File: config.mk
export PLATFORM = sky130hd
export DESIGN_NAME = ring_line_buffer_core
export DESIGN_NICKNAME = d
export VERILOG_FILES = /design/src/design/rlb_pkg.sv /design/src/design/rlb_ctrl.sv /design/src/design/rlb_datapath.sv /design/src/design/ring_line_buffer_core.sv
export SDC_FILE = /design/constraint.sdc
export NUM_CORES = 2
export LEC_CHECK = 0
export BUFFER_PORTS_ARGS = -buffer_cell sky130_fd_sc_hd__buf_2
export CORE_UTILIZATION = 55
export DETAILED_ROUTE_END_ITERATION = 16
export PLACE_DENSITY = 0.73
export SKIP_LAST_GASP = 1
export SLEW_MARGIN = 30
export SYNTH_ARGS = -nofsm -noshare
export SYNTH_HDL_FRONTEND = slang
export SYNTH_SLANG_ARGS = --single-unit
File: constraint.sdc
create_clock -name clk -period 3.39 [get_ports clk]
set_input_delay 0.339 -clock clk [delete_from_list [all_inputs] [get_ports clk]]
set_output_delay 0.339 -clock clk [all_outputs]
set_load 0.1 [all_outputs]
File: src/design/rlb_pkg.sv
package rlb_pkg;

  localparam int CAPACITY_DEF = 256;

  // Width of the scan index, the line length and the line limit register.
  localparam int IDX_W = 7;

  localparam logic [7:0] NEWLINE = 8'h0A;

  localparam logic [IDX_W-1:0] LIMIT_MIN   = 7'd2;
  localparam logic [IDX_W-1:0] LIMIT_MAX   = 7'd64;
  localparam logic [IDX_W-1:0] LIMIT_RESET = 7'd64;

  localparam logic CMD_REMOVE = 1'b1;

  typedef enum logic [2:0] {
    STAT_ACCEPTED = 3'd0,
    STAT_REJECTED = 3'd1,
    STAT_LINE     = 3'd2,
    STAT_FLUSH    = 3'd3,
    STAT_NONE     = 3'd4
  } stat_t;

  typedef struct packed {
    logic add_go;
    logic scan_start;
    logic rd_go;
    logic idx_inc;
    logic take_line;
    logic take_miss;
    logic emit_load;
    logic term_load;
  } rlb_cmd_t;

  typedef struct packed {
    logic slot_free;
    logic scan_end;
    logic nl_hit;
    logic emit_end;
  } rlb_sts_t;

endpackage

File: src/design/rlb_ctrl.sv
module rlb_ctrl (
  input  logic              clk,
  input  logic              rst_n,
  input  logic              in_tvalid,
  input  logic              in_cmd,
  output logic              in_tready,
  input  rlb_pkg::rlb_sts_t sts,
  output rlb_pkg::rlb_cmd_t cmd
);
  import rlb_pkg::*;

  typedef enum logic [5:0] {
    ST_IDLE     = 6'b000001,
    ST_SCAN_RD  = 6'b000010,
    ST_SCAN_CHK = 6'b000100,
    ST_EMIT_RD  = 6'b001000,
    ST_EMIT_OUT = 6'b010000,
    ST_TERM     = 6'b100000
  } state_t;

  state_t state_r;
  state_t state_nxt;

  always_comb begin
    state_nxt = state_r;
    cmd       = '0;
    in_tready = 1'b0;
    unique case (state_r)
      ST_IDLE: begin
        in_tready = sts.slot_free;
        if (in_tvalid && sts.slot_free) begin
          if (in_cmd == CMD_REMOVE) begin
            cmd.scan_start = 1'b1;
            state_nxt      = ST_SCAN_RD;
          end else begin
            cmd.add_go = 1'b1;
          end
        end
      end
      ST_SCAN_RD: begin
        if (sts.scan_end) begin
          cmd.take_miss = 1'b1;
          state_nxt     = ST_EMIT_RD;
        end else begin
          cmd.rd_go = 1'b1;
          state_nxt = ST_SCAN_CHK;
        end
      end
      ST_SCAN_CHK: begin
        if (sts.nl_hit) begin
          cmd.take_line = 1'b1;
          state_nxt     = ST_EMIT_RD;
        end else begin
          cmd.idx_inc = 1'b1;
          state_nxt   = ST_SCAN_RD;
        end
      end
      ST_EMIT_RD: begin
        if (sts.emit_end) begin
          state_nxt = ST_TERM;
        end else begin
          cmd.rd_go = 1'b1;
          state_nxt = ST_EMIT_OUT;
        end
      end
      ST_EMIT_OUT: begin
        if (sts.slot_free) begin
          cmd.emit_load = 1'b1;
          state_nxt     = ST_EMIT_RD;
        end
      end
      ST_TERM: begin
        if (sts.slot_free) begin
          cmd.term_load = 1'b1;
          state_nxt     = ST_IDLE;
        end
      end
      default: begin
        state_nxt = ST_IDLE;
      end
    endcase
  end

  always_ff @(posedge clk) begin
    if (!rst_n) begin
      state_r <= ST_IDLE;
    end else begin
      state_r <= state_nxt;
    end
  end

endmodule

File: src/design/rlb_datapath.sv
module rlb_datapath #(
  parameter int CAPACITY = rlb_pkg::CAPACITY_DEF
) (
  input  logic              clk,
  input  logic              rst_n,
  input  logic              cfg_valid,
  input  logic [6:0]        cfg_data,
  input  logic [7:0]        in_tdata,
  input  rlb_pkg::rlb_cmd_t cmd,
  output rlb_pkg::rlb_sts_t sts,
  input  logic              out_tready,
  output logic              out_tvalid,
  output logic [7:0]        out_tdata,
  output logic [3:0]        out_tuser,
  output logic              out_tlast
);
  import rlb_pkg::*;

  localparam int PW = $clog2(CAPACITY);
  localparam int FW = $clog2(CAPACITY + 1);
  localparam int SW = ((PW > IDX_W) ? PW : IDX_W) + 1;
  localparam int CW = (FW > IDX_W) ? FW : IDX_W;
  localparam logic [SW-1:0] CAP_S = SW'(CAPACITY);
  localparam logic [FW-1:0] CAP_F = FW'(CAPACITY);

  // Pointer plus offset, wrapped once at the ring size; offset never exceeds CAPACITY.
  function automatic logic [PW-1:0] wrap_add(input logic [PW-1:0] ptr,
                                             input logic [SW-1:0] off);
    logic [SW-1:0] sum;
    sum = SW'(ptr) + off;
    if (sum >= CAP_S) begin
      sum = sum - CAP_S;
    end
    return sum[PW-1:0];
  endfunction

  logic [7:0]       mem [CAPACITY];
  logic [7:0]       rd_data_r;
  logic [PW-1:0]    wr_ptr_r;
  logic [PW-1:0]    rd_ptr_r;
  logic [FW-1:0]    fill_r;
  logic [IDX_W-1:0] limit_r;
  logic [IDX_W-1:0] idx_r;
  logic [IDX_W-1:0] n_r;
  logic             found_r;
  stat_t            stat_r;

  logic             out_valid_r;
  logic [7:0]       out_byte_r;
  logic             out_bv_r;
  logic             out_last_r;
  stat_t            out_stat_r;

  logic [IDX_W-1:0] lim_c;
  logic [IDX_W-1:0] lim_m1;
  logic [CW-1:0]    fill_c;
  logic [CW-1:0]    window;
  logic [IDX_W-1:0] n_flush;
  logic [SW-1:0]    consume;
  logic [PW-1:0]    rd_addr;
  logic             full;

  always_comb begin
    if (limit_r < LIMIT_MIN) begin
      lim_c = LIMIT_MIN;
    end else if (limit_r > LIMIT_MAX) begin
      lim_c = LIMIT_MAX;
    end else begin
      lim_c = limit_r;
    end
    lim_m1  = lim_c - IDX_W'(1);
    fill_c  = CW'(fill_r);
    window  = (fill_c < CW'(lim_c)) ? fill_c : CW'(lim_c);
    n_flush = (fill_c < CW'(lim_m1)) ? fill_c[IDX_W-1:0] : lim_m1;
    // A complete line also consumes its newline.
    consume = SW'(n_r) + SW'(found_r);
    rd_addr = wrap_add(rd_ptr_r, SW'(idx_r));
    full    = (fill_r == CAP_F);
  end

  assign sts.slot_free = !out_valid_r || out_tready;
  assign sts.scan_end  = (CW'(idx_r) == window);
  assign sts.nl_hit    = (rd_data_r == NEWLINE);
  assign sts.emit_end  = (idx_r == n_r);

  always_ff @(posedge clk) begin
    if (cmd.add_go && !full) begin
      mem[wr_ptr_r] <= in_tdata;
    end
    if (cmd.rd_go) begin
      rd_data_r <= mem[rd_addr];
    end
  end

  always_ff @(posedge clk) begin
    if (!rst_n) begin
      wr_ptr_r    <= '0;
      rd_ptr_r    <= '0;
      fill_r      <= '0;
      limit_r     <= LIMIT_RESET;
      idx_r       <= '0;
      n_r         <= '0;
      found_r     <= 1'b0;
      stat_r      <= STAT_NONE;
      out_valid_r <= 1'b0;
    end else begin
      if (cfg_valid) begin
        limit_r <= cfg_data;
      end
      if (cmd.add_go && !full) begin
        wr_ptr_r <= wrap_add(wr_ptr_r, SW'(1));
        fill_r   <= fill_r + FW'(1);
      end
      if (cmd.scan_start) begin
        idx_r <= '0;
      end
      if (cmd.idx_inc || cmd.emit_load) begin
        idx_r <= idx_r + IDX_W'(1);
      end
      if (cmd.take_line) begin
        n_r     <= idx_r;
        found_r <= 1'b1;
        stat_r  <= STAT_LINE;
        idx_r   <= '0;
      end
      if (cmd.take_miss) begin
        found_r <= 1'b0;
        idx_r   <= '0;
        if (full) begin
          n_r    <= n_flush;
          stat_r <= STAT_FLUSH;
        end else begin
          n_r    <= '0;
          stat_r <= STAT_NONE;
        end
      end
      if (cmd.term_load) begin
        rd_ptr_r <= wrap_add(rd_ptr_r, consume);
        fill_r   <= fill_r - FW'(consume);
      end
      if (cmd.add_go || cmd.emit_load || cmd.term_load) begin
        out_valid_r <= 1'b1;
      end else if (out_tready) begin
        out_valid_r <= 1'b0;
      end
    end
  end

  always_ff @(posedge clk) begin
    if (cmd.add_go) begin
      out_byte_r <= 8'd0;
      out_bv_r   <= 1'b0;
      out_last_r <= 1'b1;
      out_stat_r <= full ? STAT_REJECTED : STAT_ACCEPTED;
    end else if (cmd.emit_load) begin
      out_byte_r <= rd_data_r;
      out_bv_r   <= 1'b1;
      out_last_r <= 1'b0;
      out_stat_r <= stat_r;
    end else if (cmd.term_load) begin
      out_byte_r <= 8'd0;
      out_bv_r   <= 1'b0;
      out_last_r <= 1'b1;
      out_stat_r <= stat_r;
    end
  end

  assign out_tvalid = out_valid_r;
  assign out_tdata  = out_byte_r;
  assign out_tuser  = {out_stat_r, out_bv_r};
  assign out_tlast  = out_last_r;

endmodule

File: src/design/ring_line_buffer_core.sv
// Byte ring buffer that hands back newline-terminated lines. An add item (in_tuser 0) stores
// in_tdata unless the ring is full and returns one result item in the cycle after it is
// taken, so adds can follow one per cycle while the output is drained. A remove item
// (in_tuser 1) first scans the ring from the read pointer, then replays the line bytes as
// result items ending in a terminator item with tlast set. All ring reads share one memory
// read port with a registered output, so each examined byte passes through a read state and
// a check state, and each emitted byte through a read state and an output state that may
// stall on the output. The line limit must be written through the cfg port only while the
// block is idle; the block itself does not enforce it.
module ring_line_buffer_core #(
  parameter int CAPACITY = rlb_pkg::CAPACITY_DEF
) (
  input  logic       clk,
  input  logic       rst_n,
  input  logic       in_tvalid,
  output logic       in_tready,
  input  logic [7:0] in_tdata,   // data_byte[7:0]
  input  logic [0:0] in_tuser,   // cmd
  output logic       out_tvalid,
  input  logic       out_tready,
  output logic [7:0] out_tdata,  // out_byte[7:0]
  output logic [3:0] out_tuser,  // byte_valid, status[2:0]
  output logic       out_tlast,  // last
  input  logic       cfg_valid,
  output logic       cfg_ready,
  input  logic [6:0] cfg_data
);
  import rlb_pkg::*;

  rlb_cmd_t cmd;
  rlb_sts_t sts;

  assign cfg_ready = 1'b1;

  rlb_ctrl u_ctrl (
    .clk       (clk),
    .rst_n     (rst_n),
    .in_tvalid (in_tvalid),
    .in_cmd    (in_tuser[0]),
    .in_tready (in_tready),
    .sts       (sts),
    .cmd       (cmd)
  );

  rlb_datapath #(
    .CAPACITY (CAPACITY)
  ) u_datapath (
    .clk        (clk),
    .rst_n      (rst_n),
    .cfg_valid  (cfg_valid),
    .cfg_data   (cfg_data),
    .in_tdata   (in_tdata),
    .cmd        (cmd),
    .sts        (sts),
    .out_tready (out_tready),
    .out_tvalid (out_tvalid),
    .out_tdata  (out_tdata),
    .out_tuser  (out_tuser),
    .out_tlast  (out_tlast)
  );

endmodule

### Yosys cells after proc, flatten, opt, wreduce, memory -nomap -nowiden

Memory sizes are Yosys's and may differ from the RTL's. A register that Yosys moved wholly into a read port is not among the register bits.
Cells that the tools add are included.

* bits in latches: 0
* bits in read-only memories: 0
* memories kept: 1
* memory bits (writable): 2048
* output and inout bits: 16
* bits in registers: 70

* magnitude comparators: 7
* multiplexer cells: 55
* equal/unequal tests: 14
* bitwise operators: 1
* $mul: 0
* $add $sub $neg: 11
* reduce and logical (&&, ||, !) cells: 17
* shift operators: 0
* div/mod/pow operators: 0

Memories
* u_datapath.mem: depth 256, width 8, read ports 1, clocked after memory_dff 1, write ports 1, line rlb_datapath.sv:37 `logic [7:0] mem [CAPACITY];`

Operators with widths (count)
* $mux W7: 8
* $mux W8: 5
* $pmux W6 S6: 1
* $mux W6: 5
* $ge A9 B9 Y1 const B: 3
* $mux W9: 3
* $sub A8 B1 Y8 const B: 3
* $mux W1: 21
* $lt A9 B7 Y1: 2
* $mux W3: 6
* $reduce_bool A2 Y1: 5
* $add A8 B1 Y9 const B: 1
* $add A8 B7 Y9: 1
* $add A8 B8 Y9: 1
* $add A9 B1 Y9 const B: 1
* $eq A7 B9 Y1: 1
* $eq A9 B9 Y1 const B: 1
* $sub A9 B9 Y9: 1
* $add A7 B1 Y8: 1
* $eq A8 B4 Y1 const B: 1
* $mux W4: 2
* $add A7 B1 Y7 const B: 1
* $eq A7 B7 Y1: 1
* $gt A7 B7 Y1 const B: 1
* other kinds (20): 29

### Longest topological paths before layout

* depth in word-level cells: 9
* depth in mapped cells: 16
* gate-level depth less buffers: 13

### Hierarchy

Synthesis repeated with hierarchy kept, for this count alone.

* cells, all modules: 4357
* area, all modules: 84954.0 um^2

Modules (own cells, without submodules)
* rlb_datapath: cells an instance 4303, times used 1, area an instance 84496.0 um^2
* rlb_ctrl: cells an instance 52, times used 1, area an instance 446.7 um^2
* ring_line_buffer_core: cells an instance 2, times used 1, area an instance 11.3 um^2

### Worst setup path after synthesis

Ideal clock, no wire load.

* kind: register -> register
* start point: reg u_datapath.out_valid_r (netlist: u_datapath.out_tvalid)
* end point: reg u_datapath.fill_r[8] (netlist: u_datapath.fill_c[8])
* stages on the path, launching flop included: 16
* data arrival time: 3729 ps
* setup time: 81 ps
* period minus slack after synthesis: 3809 ps
* setup slack: -419 ps
* path through: dfxtp_1 > nand2b_1 > and3_1 > clkbuf_1 > clkbuf_1 > nand2b_1 > ha_1 > inv_1 > fa_1 > a21o_1 > a21oi_1 > o21bai_1 > a2111oi_0 > o21ai_0 > nand3_1 > nor3b_1

* longest elaborated chain between the ends: 7
* elaborated cells between the ends (all ways): 10
* those cells by class: mux: 5; reduce/logical: 5

RTL lines
* start: declaration: line rlb_datapath.sv:48 `logic out_valid_r;`
* start signal: assignment: line rlb_datapath.sv:105 `out_valid_r <= 1'b0;`
* start signal: assignment: line rlb_datapath.sv:142 `out_valid_r <= 1'b1;`
* start signal: assignment: line rlb_datapath.sv:144 `out_valid_r <= 1'b0;`
* $logic_not A1 Y1 *: line rlb_datapath.sv:81 `assign sts.slot_free = !out_valid_r || out_tready;`
* $logic_or A1 B1 Y1 *: line rlb_datapath.sv:81
* $logic_and A1 B1 Y1: line rlb_ctrl.sv:31 `if (in_tvalid && sts.slot_free) begin`
* $mux W2: line rlb_ctrl.sv:31
* $mux W2: line rlb_ctrl.sv:28 `unique case (state_r)`
* $logic_and A1 B1 Y1: line rlb_datapath.sv:110 `if (cmd.add_go && !full) begin`
* $reduce_bool A2 Y1 (no line)
* end signal: assignment: line rlb_datapath.sv:112 `fill_r <= fill_r + FW'(1);`
* end signal: assignment: line rlb_datapath.sv:139 `fill_r <= fill_r - FW'(consume);`
* end: declaration: line rlb_datapath.sv:41 `logic [FW-1:0] fill_r;`

Every way passes the cells marked *; elsewhere a longest branch is shown, timed or not.
A chain may end at the register's enable or synchronous reset.

### Worst setup path in the final report

* start point: reg u_datapath.rd_ptr_r[0]
* end point: reg u_datapath.rd_data_r[5] (read register of u_datapath.mem) (data pin)

* longest elaborated chain between the ends: 3
* elaborated cells between the ends (all ways): 4
* those cells by class: add/sub: 2; order compare: 1; mux: 1

RTL lines
* start: declaration: line rlb_datapath.sv:40 `logic [PW-1:0] rd_ptr_r;`
* start signal: assignment: line rlb_datapath.sv:138 `rd_ptr_r <= wrap_add(rd_ptr_r, consume);`
* $add A8 B7 Y9 *: line rlb_datapath.sv:30 `sum = SW'(ptr) + off;`
* $sub A8 B1 Y8 / $ge A9 B9 Y1 (equally long branches): line rlb_datapath.sv:32, rlb_datapath.sv:31
* $mux W8 *: line rlb_datapath.sv:31 `if (sum >= CAP_S) begin`
* end: declaration: line rlb_datapath.sv:38 `logic [7:0] rd_data_r;`

Marks and branches as above.

==> results.py <==
metrics = {
    "outcome": {
        "status": "complete, but fails checks",
        "violated_checks": "negative hold slack, negative setup slack",
    },
    "cts": {
        "clock_path_buffers": 3,
        "cts.root.buffer_cell": "clkbuf_16",
        "tritoncts": "yes",
        "ctsHtreeMaxLevel": 4,
        "cts.sinks": 2126,
        "clock_insertion_delay_worst_skew_ps": 850,
        "cts_buf_count": 203,
        "clk_transition_reported_paths_ps": 70,
    },
    "detailed_routing": {
        "wirelength_mm": 217,
        "post-route-drc-count": 0,
        "detailedRoute.firstPassIterationCount": 7,
        "drt-wirelength-per-cell_microns": 29.2,
        "num_vias": 47300,
        "first_iter_violations": 6021,
        "detail_route.vias_per_cell": 6.39,
        "antenna_left": 0,
    },
    "sta": {
        "finalWorstSetupSlack_ps": -170,
        "layout_min_cycle_time_ps": 3560,
        "maxSlewViolCount": 0,
        "clock_skew_ps": 35.9,
        "timing_hold_violations_final": 1,
        "finalCritPeriodShare_pct": 105,
        "relSlewSlack_pct": 31.7,
        "max_slew.worst_pin.slew_ps": 1020,
        "report.final.setup_viol": 8,
        "hold_ws_ps": -5.06,
        "grt_setup_unrepaired": "true",
        "fmaxAchievable_mhz": 281,
    },
    "place": {
        "gp_routability_congestion": 0.898,
        "place.detailed.hpwl_mm": 132,
        "place.port_buffers": 35,
    },
    "critical_path": {
        "cpMaxStageDelayCell": "fa_4",
        "worst-endpoint-required_ps": 3980,
        "path_buf_inv": 4,
        "critical_path.startpoint_type": "flip-flop",
        "timing.setup.critical_path_class": "flip-flop to flip-flop",
        "timing.critical_path.to_type": "flip-flop",
        "timing.critical_path.cells": "ha_4 -> fa_4 -> buf_12 -> buf_16 -> buf_12 -> mux4_2 -> and2_1 -> a221oi_2 -> a31oi_1 -> mux2_4 -> o22ai_2 -> buf_4 -> nor4_2",
        "worst_path_most_repeated_cell": "buf_12",
        "crit_family": "adder cells",
        "cp_max_fo": 6,
        "critical_path.max_stage_delay_ps": 850,
        "worst_ep_arrival_time_ps": 4150,
    },
    "synthesis": {
        "netlist_instances": 4518,
        "synth_cell_types": 97,
        "ys_seq_elements": 2126,
        "synthesis.area_sq_um": 85200,
        "synth-edff-count": 2059,
        "mappedNetlistNets": 4584,
        "syn_area_per_cell_sq_um": 18.9,
        "synth_flop_cell": "edfxtp_1",
        "yosys_warnings": 0,
        "asyncSetResetFlopFracSynth_pct": 0,
        "seq_area_frac_synth_pct": 74.1,
    },
    "run": {
        "maxCapViolCount": 0,
    },
    "layout": {
        "final_net_count": 5261,
        "area_delta_synth_final_pct": 18.9,
        "final_layout_size_suffix_gt1_share_pct": 32.6,
        "filler_cell_count": 9867,
        "multiInputGateArea_sq_um": 21700,
        "seq_area_sq_um": 63200,
        "n_antenna_cell": 0,
    },
    "global_route": {
        "global_route.overflow_total": 0,
        "antenna_found_initial": 2,
        "grt_pass1_wl_mm": 315,
        "grt_start_max_net_pins": 132,
        "grt_pass1_vias": 47400,
        "grtUsageTotal_pct": 27.6,
    },
    "floorplanning": {
        "design.core.area_sq_um": 154000,
        "floorplan.die_area_sq_um": 156000,
        "initial_utilization_pct": 55.4,
        "chipHeight_microns": 396,
        "ioPinCount": 37,
        "standard_cell_row_count": 144,
        "horizontal_die_dimension_microns": 396,
    },
    "hold_path": {
        "hold_path.class": "primary input to flip-flop",
    },
    "power_and_ir_drop": {
        "p_leak_nw": 32.9,
        "vdd_drop_max_v": 0.000622,
        "p_per_area_nw_per_um2": 521,
        "power.total_mw": 52.7,
    },
}
[metrics by stage]
| stage | setup TNS [ps] | setup WS [ps] | instances | instance area [sq um] | utilization [%] |
|---|---|---|---|---|---|
| 6_report | -1060 | -170 | 7404 | 101000 | 65.8 |
| 5_1_grt | -1260 | -208 | 7404 | 101000 | 65.8 |
| 4_1_cts | -1180 | -165 | 7384 | 100000 | 65.3 |
| 3_5_place_dp | -4150 | -620 | 6974 | 92700 | 60.3 |
| 3_3_place_gp | -3520 | -569 | 6974 | 92700 | 60.3 |
| 2_1_floorplan | -54.2 | -54.2 | 4518 | 85200 | - |
[metal layers]
metal,up-vias,GRT usage (%),wire length (microns)
met5,-,0,13
met4,2,9.26,6710
met3,414,6.12,23400
met2,2828,42.9,103000
met1,24500,39.1,83100
li1,19500,-,-
[registers in the layout (all words and copies together) (netlist names)]
name / flops
u_datapath.out_tlast: 1
u_datapath.rd_ptr_r: 8
u_datapath.out_stat_r: 3
u_datapath.found_r: 1
u_ctrl.state_r: 6
u_datapath.limit_r: 7
u_datapath.rd_data_r: 8
u_datapath.mem: 2048
u_datapath.wr_ptr_r: 8
u_datapath.out_tdata: 8
u_datapath.out_bv_r: 1
u_datapath.idx_r: 7
u_datapath.out_tvalid: 1
u_datapath.stat_r: 3
u_datapath.fill_c: 9
u_datapath.n_r: 7
[Yosys cell counts (all sizes together), types with 42 or more instances]
library cell,n,area (sq um)
and3,42,263
a31oi,49,307
ha,42,526
buf,150,918
o21ai,56,280
mux2i,44,440
dfxtp,67,1340
nor2,370,1390
edfxtp,2059,61800
a21oi,42,210
clkbuf,118,443
mux4,512,11500
nand2,475,1820
[final timing paths]
path / start / to / slack, ps / cells past startpoint
worst max-delay path: u_datapath.rd_ptr_r[0] / u_datapath.rd_data_r[5] / -170 / 13
worst min-delay path: in_tdata[3] / u_datapath.mem[210][3] / -5 / 1
worst max register to register: u_datapath.rd_ptr_r[0] / u_datapath.rd_data_r[5] / -170 / 13
worst min register to register: u_datapath.out_bv_r / u_datapath.out_bv_r / 460 / 1
[cells by family after synthesis]
| logic type | count (synthesis) | synth area share (%) |
|---|---|---|
| compound gates | 358 | 3.10 |
| xor+xnor | 38 | 0.391 |
| fa+ha+maj | 45 | 0.687 |
| buf+inv | 293 | 1.71 |
| flops | 2126 | 74.1 |
| mux | 576 | 14.3 |
| other cells | 1 | 0.00440 |
| simple gates | 1081 | 5.64 |
[power breakdown]
part	internal (mW)	total, mW	switching (mW)
registers	28.9	28.9	0.0432
clock network	12.6	22.3	9.70
logic	0.429	1.50	1.07
total	41.9	52.7	10.8
[final cells by class]
class,instances,area share (%)
clock buffer,247,5.26
clock inverter,123,1.19
inverter,25,0.0926
multi-input combinational,2099,21.4
sequential,2126,62.4
tap,2044,2.52
timing repair buffer,740,7.12
[worst reg2reg max path: cells and delay by family, from the launching register on]
kind,cells,cell delay (ps)
AOI/OAI and AO/OA,3,480
adders and majority gates,2,1010
buffers and inverters,4,640
and+or+nand+nor,2,240
DFF,1,330
muxes,2,610
[layout by cell type, fill, tap and decap left out, drive strengths merged, types with 44 or more instances in the layout]
cell type,count
edfxtp,2059
buf,707
mux4,512
nand2,475
nor2,370
clkbuf,256
clkinv,98
dfxtp,67
o21ai,56
a31oi,49
mux2i,44
[what timing repair did]
action / 4_1_cts / 5_1_grt
endpoints found under the setup margin: 22 / 35
gates resized for setup: 145 / 115
endpoints found under the hold margin: 120 / 0
buffers inserted: 12 / 18
gates cloned: 7 / 6
hold buffers: 23 / 0
pin swaps: 20 / 41
No activity file was read; power rests on OpenSTA's default activity.
